==> config.mk <==
export PLATFORM = sky130hd
export DESIGN_NAME = calendar_date_difference_top
export DESIGN_NICKNAME = d
export VERILOG_FILES = /design/src/hdl/cdd_pkg.sv /design/src/hdl/calendar_date_difference_top.sv /design/src/hdl/cdd_date_unit.sv
export SDC_FILE = /design/constraint.sdc
export NUM_CORES = 2
export LEC_CHECK = 0
export ABC_CLOCK_PERIOD_IN_PS = 9400
export BUFFER_PORTS_ARGS = -buffer_cell sky130_fd_sc_hd__buf_2
export CAP_MARGIN = 5
export CORE_MARGIN = 4
export CORE_UTILIZATION = 45
export DETAILED_ROUTE_END_ITERATION = 10
export GPL_TIMING_DRIVEN = 0
export HOLD_SLACK_MARGIN = 0.12
export PLACE_DENSITY = 0.61
export SLEW_MARGIN = 20
export SYNTH_ARGS = -nofsm -noshare
export SYNTH_HDL_FRONTEND = slang
export SYNTH_HIERARCHICAL = 1
export SYNTH_SLANG_ARGS = --single-unit
==> constraint.sdc <==
create_clock -name i_clk -period 9.4 [get_ports i_clk]
set_input_delay 1.88 -clock i_clk [delete_from_list [all_inputs] [get_ports i_clk]]
set_output_delay 1.88 -clock i_clk [all_outputs]
set_load 0.02 [all_outputs]
==> src/hdl/cdd_pkg.sv <==
package cdd_pkg;

    localparam int SERIAL_W = 23;
    localparam int COUNT_W  = 22;

    localparam logic [1:0] STATUS_OK         = 2'd0;
    localparam logic [1:0] STATUS_BAD_FIRST  = 2'd1;
    localparam logic [1:0] STATUS_BAD_SECOND = 2'd2;

    localparam logic [COUNT_W-1:0] COUNT_MAX = {COUNT_W{1'b1}};

    // floor(x / 25) = (x * DIV25_MUL) >> DIV25_SHIFT for x below 43690
    localparam logic [12:0] DIV25_MUL   = 13'd5243;
    localparam int          DIV25_SHIFT = 17;
    localparam logic [8:0]  DAYS_YEAR   = 9'd365;

    typedef struct packed {
        logic [13:0] year_first;
        logic [3:0]  month_first;
        logic [4:0]  day_first;
        logic [13:0] year_second;
        logic [3:0]  month_second;
        logic [4:0]  day_second;
    } t_date_in;

    typedef struct packed {
        logic [COUNT_W-1:0] day_count;
        logic               first_is_later;
        logic [1:0]         status;
    } t_result;

    typedef struct packed {
        logic s1;
        logic s2;
        logic s3;
    } t_stage_en;

    // zero for month codes outside 1 to 12
    function automatic logic [4:0] month_len(input logic [3:0] m);
        logic [4:0] len;
        case (m) inside
            4'd1, 4'd3, 4'd5, 4'd7, 4'd8, 4'd10, 4'd12: len = 5'd31;
            4'd4, 4'd6, 4'd9, 4'd11:                    len = 5'd30;
            4'd2:                                       len = 5'd28;
            default:                                    len = 5'd0;
        endcase
        return len;
    endfunction

    function automatic logic [8:0] days_before(input logic [3:0] m);
        logic [8:0] n;
        case (m)
            4'd2:    n = 9'd31;
            4'd3:    n = 9'd59;
            4'd4:    n = 9'd90;
            4'd5:    n = 9'd120;
            4'd6:    n = 9'd151;
            4'd7:    n = 9'd181;
            4'd8:    n = 9'd212;
            4'd9:    n = 9'd243;
            4'd10:   n = 9'd273;
            4'd11:   n = 9'd304;
            4'd12:   n = 9'd334;
            default: n = 9'd0;
        endcase
        return n;
    endfunction

endpackage

==> src/hdl/calendar_date_difference_top.sv <==
// Days between two proleptic Gregorian dates. One date pair per clock is taken unless o_stall
// is high, and each transaction returns its result through a four-stage pipeline (reciprocal
// multiplies, date check and year sum, serial day number, compare and subtract); a stall on
// the output freezes only the stages that hold data, so empty stages keep filling. A date
// with year 0 or above MAX_YEAR, a bad month, day 0 or a day past the month's end gives
// status 1 for the first date or 2 for the second (the first wins), with a zero count.
module calendar_date_difference_top #(
    parameter int unsigned MAX_YEAR = 9999
) (
    input  logic              i_clk,
    input  logic              i_rst_n,
    input  logic              i_valid,
    output logic              o_stall,
    input  cdd_pkg::t_date_in i_data,
    output logic              o_valid,
    input  logic              i_stall,
    output cdd_pkg::t_result  o_data
);

    logic [4:1] r_v;
    logic [4:1] adv;
    cdd_pkg::t_stage_en en;

    always_comb begin
        adv[4] = !r_v[4] || !i_stall;
        adv[3] = !r_v[3] || adv[4];
        adv[2] = !r_v[2] || adv[3];
        adv[1] = !r_v[1] || adv[2];
        en.s1  = adv[1];
        en.s2  = adv[2];
        en.s3  = adv[3];
    end

    assign o_stall = !adv[1];

    always_ff @(posedge i_clk) begin
        if (!i_rst_n) begin
            r_v <= '0;
        end else begin
            if (adv[1]) r_v[1] <= i_valid;
            if (adv[2]) r_v[2] <= r_v[1];
            if (adv[3]) r_v[3] <= r_v[2];
            if (adv[4]) r_v[4] <= r_v[3];
        end
    end

    logic [cdd_pkg::SERIAL_W-1:0] serial_a;
    logic [cdd_pkg::SERIAL_W-1:0] serial_b;
    logic                         ok_a;
    logic                         ok_b;

    cdd_date_unit #(
        .MAX_YEAR (MAX_YEAR)
    ) u_date_first (
        .i_clk    (i_clk),
        .i_en     (en),
        .i_year   (i_data.year_first),
        .i_month  (i_data.month_first),
        .i_day    (i_data.day_first),
        .o_serial (serial_a),
        .o_ok     (ok_a)
    );

    cdd_date_unit #(
        .MAX_YEAR (MAX_YEAR)
    ) u_date_second (
        .i_clk    (i_clk),
        .i_en     (en),
        .i_year   (i_data.year_second),
        .i_month  (i_data.month_second),
        .i_day    (i_data.day_second),
        .o_serial (serial_b),
        .o_ok     (ok_b)
    );

    // stage 4: order, difference, saturation, status
    logic                         n_later;
    logic [cdd_pkg::SERIAL_W-1:0] n_diff;
    cdd_pkg::t_result             n_res;
    cdd_pkg::t_result             r_res;

    always_comb begin
        n_later = serial_a > serial_b;
        n_diff  = n_later ? (serial_a - serial_b) : (serial_b - serial_a);
        n_res   = '0;
        if (!ok_a) begin
            n_res.status = cdd_pkg::STATUS_BAD_FIRST;
        end else if (!ok_b) begin
            n_res.status = cdd_pkg::STATUS_BAD_SECOND;
        end else begin
            n_res.status         = cdd_pkg::STATUS_OK;
            n_res.first_is_later = n_later;
            n_res.day_count      = n_diff[cdd_pkg::SERIAL_W-1] ? cdd_pkg::COUNT_MAX
                                   : n_diff[cdd_pkg::COUNT_W-1:0];
        end
    end

    always_ff @(posedge i_clk) begin
        if (adv[4]) begin
            r_res <= n_res;
        end
    end

    assign o_valid = r_v[4];
    assign o_data  = r_res;

endmodule

==> src/hdl/cdd_date_unit.sv <==
module cdd_date_unit #(
    parameter int unsigned MAX_YEAR = 9999
) (
    input  logic                          i_clk,
    input  cdd_pkg::t_stage_en            i_en,
    input  logic [13:0]                   i_year,
    input  logic [3:0]                    i_month,
    input  logic [4:0]                    i_day,
    output logic [cdd_pkg::SERIAL_W-1:0]  o_serial,
    output logic                          o_ok
);

    localparam logic [16:0] YEAR_LIMIT = 17'(MAX_YEAR);

    // stage 1: reciprocal multiplies
    logic [13:0] n1_p;
    logic [11:0] n1_p4;
    logic [26:0] n1_prod_y;
    logic [24:0] n1_prod_p;
    logic [22:0] n1_m365;

    logic [13:0] r1_y;
    logic [3:0]  r1_m;
    logic [4:0]  r1_d;
    logic [9:0]  r1_qy;
    logic [7:0]  r1_qp;
    logic [11:0] r1_p4;
    logic [22:0] r1_m365;

    always_comb begin
        n1_p      = i_year - 14'd1;
        n1_p4     = n1_p[13:2];
        n1_prod_y = 27'(i_year) * 27'(cdd_pkg::DIV25_MUL);
        n1_prod_p = 25'(n1_p4) * 25'(cdd_pkg::DIV25_MUL);
        n1_m365   = 23'(n1_p) * 23'(cdd_pkg::DAYS_YEAR);
    end

    always_ff @(posedge i_clk) begin
        if (i_en.s1) begin
            r1_y    <= i_year;
            r1_m    <= i_month;
            r1_d    <= i_day;
            r1_qy   <= n1_prod_y[26:cdd_pkg::DIV25_SHIFT];
            r1_qp   <= n1_prod_p[24:cdd_pkg::DIV25_SHIFT];
            r1_p4   <= n1_p4;
            r1_m365 <= n1_m365;
        end
    end

    // stage 2: leap year, date check, year part and day of year
    logic [14:0] n2_y25;
    logic        n2_mod25_zero;
    logic        n2_leap;
    logic [4:0]  n2_len;
    logic        n2_ok;
    logic [22:0] n2_yp;
    logic [8:0]  n2_doy;

    logic        r2_ok;
    logic [22:0] r2_yp;
    logic [8:0]  r2_doy;

    always_comb begin
        n2_y25        = {1'b0, r1_qy, 4'b0} + {2'b0, r1_qy, 3'b0} + {5'b0, r1_qy};
        n2_mod25_zero = (n2_y25 == {1'b0, r1_y});
        n2_leap       = (r1_y[1:0] == 2'b00) && (!n2_mod25_zero || (r1_y[3:0] == 4'b0000));
        n2_len        = cdd_pkg::month_len(r1_m);
        if (r1_m == 4'd2 && n2_leap) begin
            n2_len = 5'd29;
        end
        n2_ok  = (r1_y != 14'd0) && ({3'b0, r1_y} <= YEAR_LIMIT) && (n2_len != 5'd0)
                 && (r1_d != 5'd0) && (r1_d <= n2_len);
        n2_yp  = r1_m365 + 23'(r1_p4) - 23'(r1_qp) + 23'(r1_qp[7:2]);
        n2_doy = cdd_pkg::days_before(r1_m) + 9'(r1_d)
                 + 9'((r1_m > 4'd2) && n2_leap);
    end

    always_ff @(posedge i_clk) begin
        if (i_en.s2) begin
            r2_ok  <= n2_ok;
            r2_yp  <= n2_yp;
            r2_doy <= n2_doy;
        end
    end

    // stage 3: serial day number
    logic [cdd_pkg::SERIAL_W-1:0] r3_serial;
    logic                         r3_ok;

    always_ff @(posedge i_clk) begin
        if (i_en.s3) begin
            r3_serial <= r2_yp + 23'(r2_doy);
            r3_ok     <= r2_ok;
        end
    end

    assign o_serial = r3_serial;
    assign o_ok     = r3_ok;

endmodule

# == Word level (Yosys, flattened, before mapping) ==
# Memories as Yosys holds them, arrays and structs flattened. A register that Yosys moved wholly into a read port is not among the register bits.
# Cells that the tools add are included.
# totals
ff_bits,295
romBits,288
word_cells,148
memories,2
# op_classes
n_addsub,20
n_mul,6
magnitude_cmp,7
n_eq_ne,26
mux,13
reduce_logical,43
# mem_list
name,depth,width,rd,rd_ports_with_merged_regs,write_ports,line,source
(name not given),16,9,1,1,0,cdd_pkg.sv:52,case (m)
(name not given),16,9,1,1,0,cdd_pkg.sv:52,
# op_table
operator,count
multiplier 14 x 13 -> 27 bit (second input constant),2
multiplier 12 x 13 -> 25 bit (second input constant),2
adder 23 x 12 -> 23 bit,2
adder 23 x 6 -> 23 bit,2
adder 23 x 9 -> 23 bit,2
multiplier 14 x 9 -> 23 bit (second input constant),2
subtractor 23 bit,2
subtractor 23 x 8 -> 23 bit,2
== test 4 bit (second input constant),10
2-to-1 mux 5 bit,8
== test 4 x 3 -> 1 bit (second input constant),8
adder 14 x 13 -> 15 bit,2
adder 15 x 10 -> 15 bit,2
== test 15 x 14 -> 1 bit,2
less-or-equal comparator 14 bit (second input constant),2
nonzero test 14 bit,2
subtractor 14 x 1 -> 14 bit (second input constant),2
> comparator 23 bit,1
2-to-1 mux 23 bit,1
2-to-1 mux 22 bit,1
nonzero test 5 bit,4
adder 9 x 1 -> 9 bit,2
adder 9 x 5 -> 9 bit,2
== test 4 x 2 -> 1 bit (second input constant),4
13 further kinds,46

# == Logic depth before layout (Yosys ltp) ==
# logic_depth
word_depth,12
depth_mapped,30
ltp_nobuf,29

# == Hierarchy ==
# The synthesis kept the hierarchy.
# modules_own_cells
mod,n_inst,cells_each,area_per_inst_um2
cdd_date_unit at u_date_second,1,1543,16548.4
cdd_date_unit at u_date_first,1,1546,16459.5
calendar_date_difference_top,1,487,3893.7

# == Worst setup path before layout ==
# Ideal clock, no wire load.
# synth_timing
path_kind,input-to-output
from,input i_stall
to,output o_stall
arrival_time_ns,6.957
t_required_ns,7.520
slack_ns,0.563
path_stages,3
n_path_buf,0
path_cell_list,and3_1 nand3_1 inv_1
# synth_between
elab_chain_cells,6
# synth_rtl
element,line,source
from (decl),calendar_date_difference_top.sv:16,"input logic i_stall,"
zero test 1 bit,calendar_date_difference_top.sv:25,adv[4] = !r_v[4] || !i_stall;
logical OR 1 bit,calendar_date_difference_top.sv:25,
logical OR 1 bit,calendar_date_difference_top.sv:26,adv[3] = !r_v[3] || adv[4];
logical OR 1 bit,calendar_date_difference_top.sv:27,adv[2] = !r_v[2] || adv[3];
logical OR 1 bit,calendar_date_difference_top.sv:28,adv[1] = !r_v[1] || adv[2];
net adv (one bit),calendar_date_difference_top.sv:21,logic [4:1] adv;
zero test 1 bit,calendar_date_difference_top.sv:34,assign o_stall = !adv[1];
to (decl),calendar_date_difference_top.sv:13,"output logic o_stall,"
# The timed path passes the listed nets, and every way through them passes these cells.

# == Final worst setup path ==
# layout_timing
from,input i_data[34] in the netlist's numbering
to,"register u_date_first.r1_qp[7], data pin"
# layout_between
elab_chain_cells,2
# layout_rtl
element,line,source
from (decl),calendar_date_difference_top.sv:14,"input cdd_pkg::t_date_in i_data,"
subtractor 14 x 1 -> 14 bit,cdd_date_unit.sv:31,n1_p = i_year - 14'd1;
net u_date_first.n1_p[9],cdd_date_unit.sv:16,logic [13:0] n1_p;
multiplier 12 x 13 -> 25 bit,cdd_date_unit.sv:34,n1_prod_p = 25'(n1_p4) * 25'(cdd_pkg::DIV25_MUL);
net u_date_first.n1_prod_p[24],cdd_date_unit.sv:19,logic [24:0] n1_prod_p;
to (signal assigned),cdd_date_unit.sv:44,r1_qp <= n1_prod_p[24:cdd_pkg::DIV25_SHIFT];
to (decl),cdd_date_unit.sv:26,logic [7:0] r1_qp;
# The timed path passes the listed nets, and every way through them passes these cells.
# A chain may end at the register's enable or synchronous reset.

==> impl_metrics.toml <==
[detailed_routing]
via_count = 24627
postRouteAntennaNets = 0
wl_mm = 77.1
firstDrtPassIters = 5
drc_errors = 0
first_iter_violations = 1284
wl_per_cell_um = 16.1
viasPerCell = 5.14

[cts]
postCtsHoldBufs = 0
cts_setup_buffers = 0
clk_pin_slew_worst_paths_ps = 50
clk_path_buf_depth = 3
h-tree-depth = 2
cts_inserted_buffers = 39
cts_sinks = 313
cts-root-buf = "clkbuf_16"
clock_latency_ps = 560
cts_tree = "done"
cts_resized = 0

[yosys]
synth.most_common_cell = "inv_1"
yosys-top-cells-area = "edfxtp_1 24%, ha_1 23%, fa_1 19%"
synth_fa_ha_area_frac = 0.417
ys_ff_latch = 313
yosys_warnings = 6
yosysSeqAreaShare = 0.249
synth_commonest_cells = "790 x inv_1, 679 x ha_1, 344 x fa_1, 291 x edfxtp_1, 166 x a21oi_1"
synth.avg_cell_area_um2 = 10.3
ys_types = 99
synth_simple_gate_area_frac = 0.0735
synth-edff-count = 291
synth_compound_area_frac = 0.116
synth_nets = 4649
synth_area_leader_cell = "edfxtp_1"
yosys.area_share.xor_xnor = 0.0556
synth_top_area_frac = 0.237
synth_flop_cell = "edfxtp_1"
mappedNetlistArea_um2 = 36900
muxShareOfSynthArea = 0.00203
synth_top_family_by_area = "adder cells"
async_flop_share = 0
syn-instance-count = 3576

[timing]
skew_ps = 27.3
min_period_ps = 8730
hold_viol = 0
drv_slew = 0
maxSlewHeadroom = 0.236
period_share = 0.929
rsz0062_at_grt = "false"
setup_violations = 0
fmax_mhz = 115
tightest_slew_ps = 1140

[setup_path]
start_kind = "input port"
crit_arrival_ps = 9020
timing.rr.end = "u_date_first/r2_doy[8]"
timing.rr.start = "u_date_first/r1_qy[1]"
startpoint = "i_data[34]"
worstSetupEndpoint = "u_date_first/r1_qp[7]"
cp-end-kind = "flop"
crit_type = "input port to flop"
rr_worst_depth = 18
path_max_fanout = 7
reg2reg_slack_ps = 4240
cp.required_ps = 9690

[global_routing]
grt_overflow = 0
grt_pass1_vias = 24994
grt_max_degree = 53
grt_pass1_wl_mm = 129
antenna_found_initial = 10
grt_util_all_layers = 0.184

[layout]
utilization = 0.494
drive_above_1_share = 0.0620
instances_no_fill = 4793
layout.nets = 4771
nFillCells = 7500
area_growth_pct = 8.44

[placement]
dpl.cell_count = 4717
gp_congestion = 0.886
hpwl_mm = 65.6
portBuffers = 76

[die]
die_h_um = 294
core_area_um2 = 80900
io-pin-count = 77
rows = 104
initial_core_util = 0.456
die-area_um2 = 86600
die_w_um = 294

[job]
drv_cap = 0

[outcome]
status = "finished clean"

[min_path]
hp-class = "flop to flop"
min_from = "r_v[3]"
==> state kept, by name (all words and copies together) (netlist names), 12 cells and up, named ones only <==
register,count
u_date_second/r1_p4,12
u_date_first/o_serial,23
u_date_first/r1_y,14
u_date_second/o_serial,23
u_date_first/r1_m365,23
u_date_second/r1_m365,23
o_data,25
u_date_second/r2_yp,23
u_date_first/r1_p4,12
u_date_second/r1_y,14
u_date_first/r2_yp,23
==> layout make-up <==
type,instances,area (um2),area share
timing repair buffer,81,495,0.0124
multi-input combinational,2434,24600,0.614
clock buffer,46,1020,0.0256
buffer,37,253,0.00632
clock inverter,25,200,0.00500
antenna,5,12.5,0.000313
inverter,792,2970,0.0743
tap,1060,1330,0.0331
sequential,313,9180,0.229
==> worst min path at each step <==
stage	end	slack (ps)	depth (start not counted)
after CTS	r_v[4]	490	2
after global placement	r_v[4]	460	2
after global routing	u_date_first/o_ok	510	0
final	r_v[4]	480	2
after floorplan	u_date_first/o_ok	400	0
after detailed placement	r_v[4]	470	2
==> metrics by stage <==
| step | TNS [ps] | cell area, um2 | hold WS, ps | setup WS, ps |
|---|---|---|---|---|
| final | 0 | 40000 | 478 | 669 |
| after global routing | 0 | 40000 | 511 | 127 |
| after CTS | 0 | 40000 | 487 | 689 |
| after detailed placement | 0 | 38800 | 471 | 66.8 |
| after global placement | -103400 | 38600 | 458 | -1400 |
| after floorplan | 0 | 36900 | 400 | 563 |
==> layer usage <==
| metal | global-route usage | up-vias | share of wire |
|---|---|---|---|
| met5 | 0 | - | 0.00066 |
| met4 | 0.0445 | 8 | 0.022 |
| met3 | 0.0273 | 104 | 0.040 |
| met2 | 0.303 | 383 | 0.46 |
| met1 | 0.258 | 11778 | 0.48 |
| li1 | - | 12354 | - |
==> kinds of logic (layout without fill, tap and decap cells) <==
logic type / count (synthesis) / after routing
AOI/OAI and AO/OA: 632 / 632
xor gates and xnor gates: 226 / 226
adders and majority gates: 1023 / 1023
buffers and inverters: 829 / 981
DFF: 313 / 313
muxes: 7 / 7
other: 0 / 5
and+or+nand+nor: 546 / 546
==> placed cells by master, fill, tap and decap left out, types with 40 or more instances in the layout <==
cell type and instances:
a21o_1 56, a21oi_1 166, buf_2 90, clkbuf_16 40, edfxtp_1 291, fa_1 344
ha_1 679, inv_1 789, nand2_1 133, nand3_1 47, nor2_1 138, nor3_1 42
o21ai_0 115, xnor2_1 150, xor2_1 66
==> critical path, stage by stage <==
cell and delay (ps):
buf_2 220, inv_1 190, ha_1 210, a21boi_2 170, o211ai_1 370, a21boi_2 150
xnor2_1 820, inv_1 160, fa_1 590, fa_1 450, fa_1 510, inv_1 50
fa_1 560, inv_1 70, fa_1 530, inv_1 40, ha_1 260, o21ai_0 60
a21oi_1 200, nor3_1 80, o41a_1 520, o21ai_0 370, nor4_1 90, nor3_1 310
xnor2_1 160
Power is not shown: default switching activity piles up to over one toggle a cycle in this logic, so the estimate is an artifact.
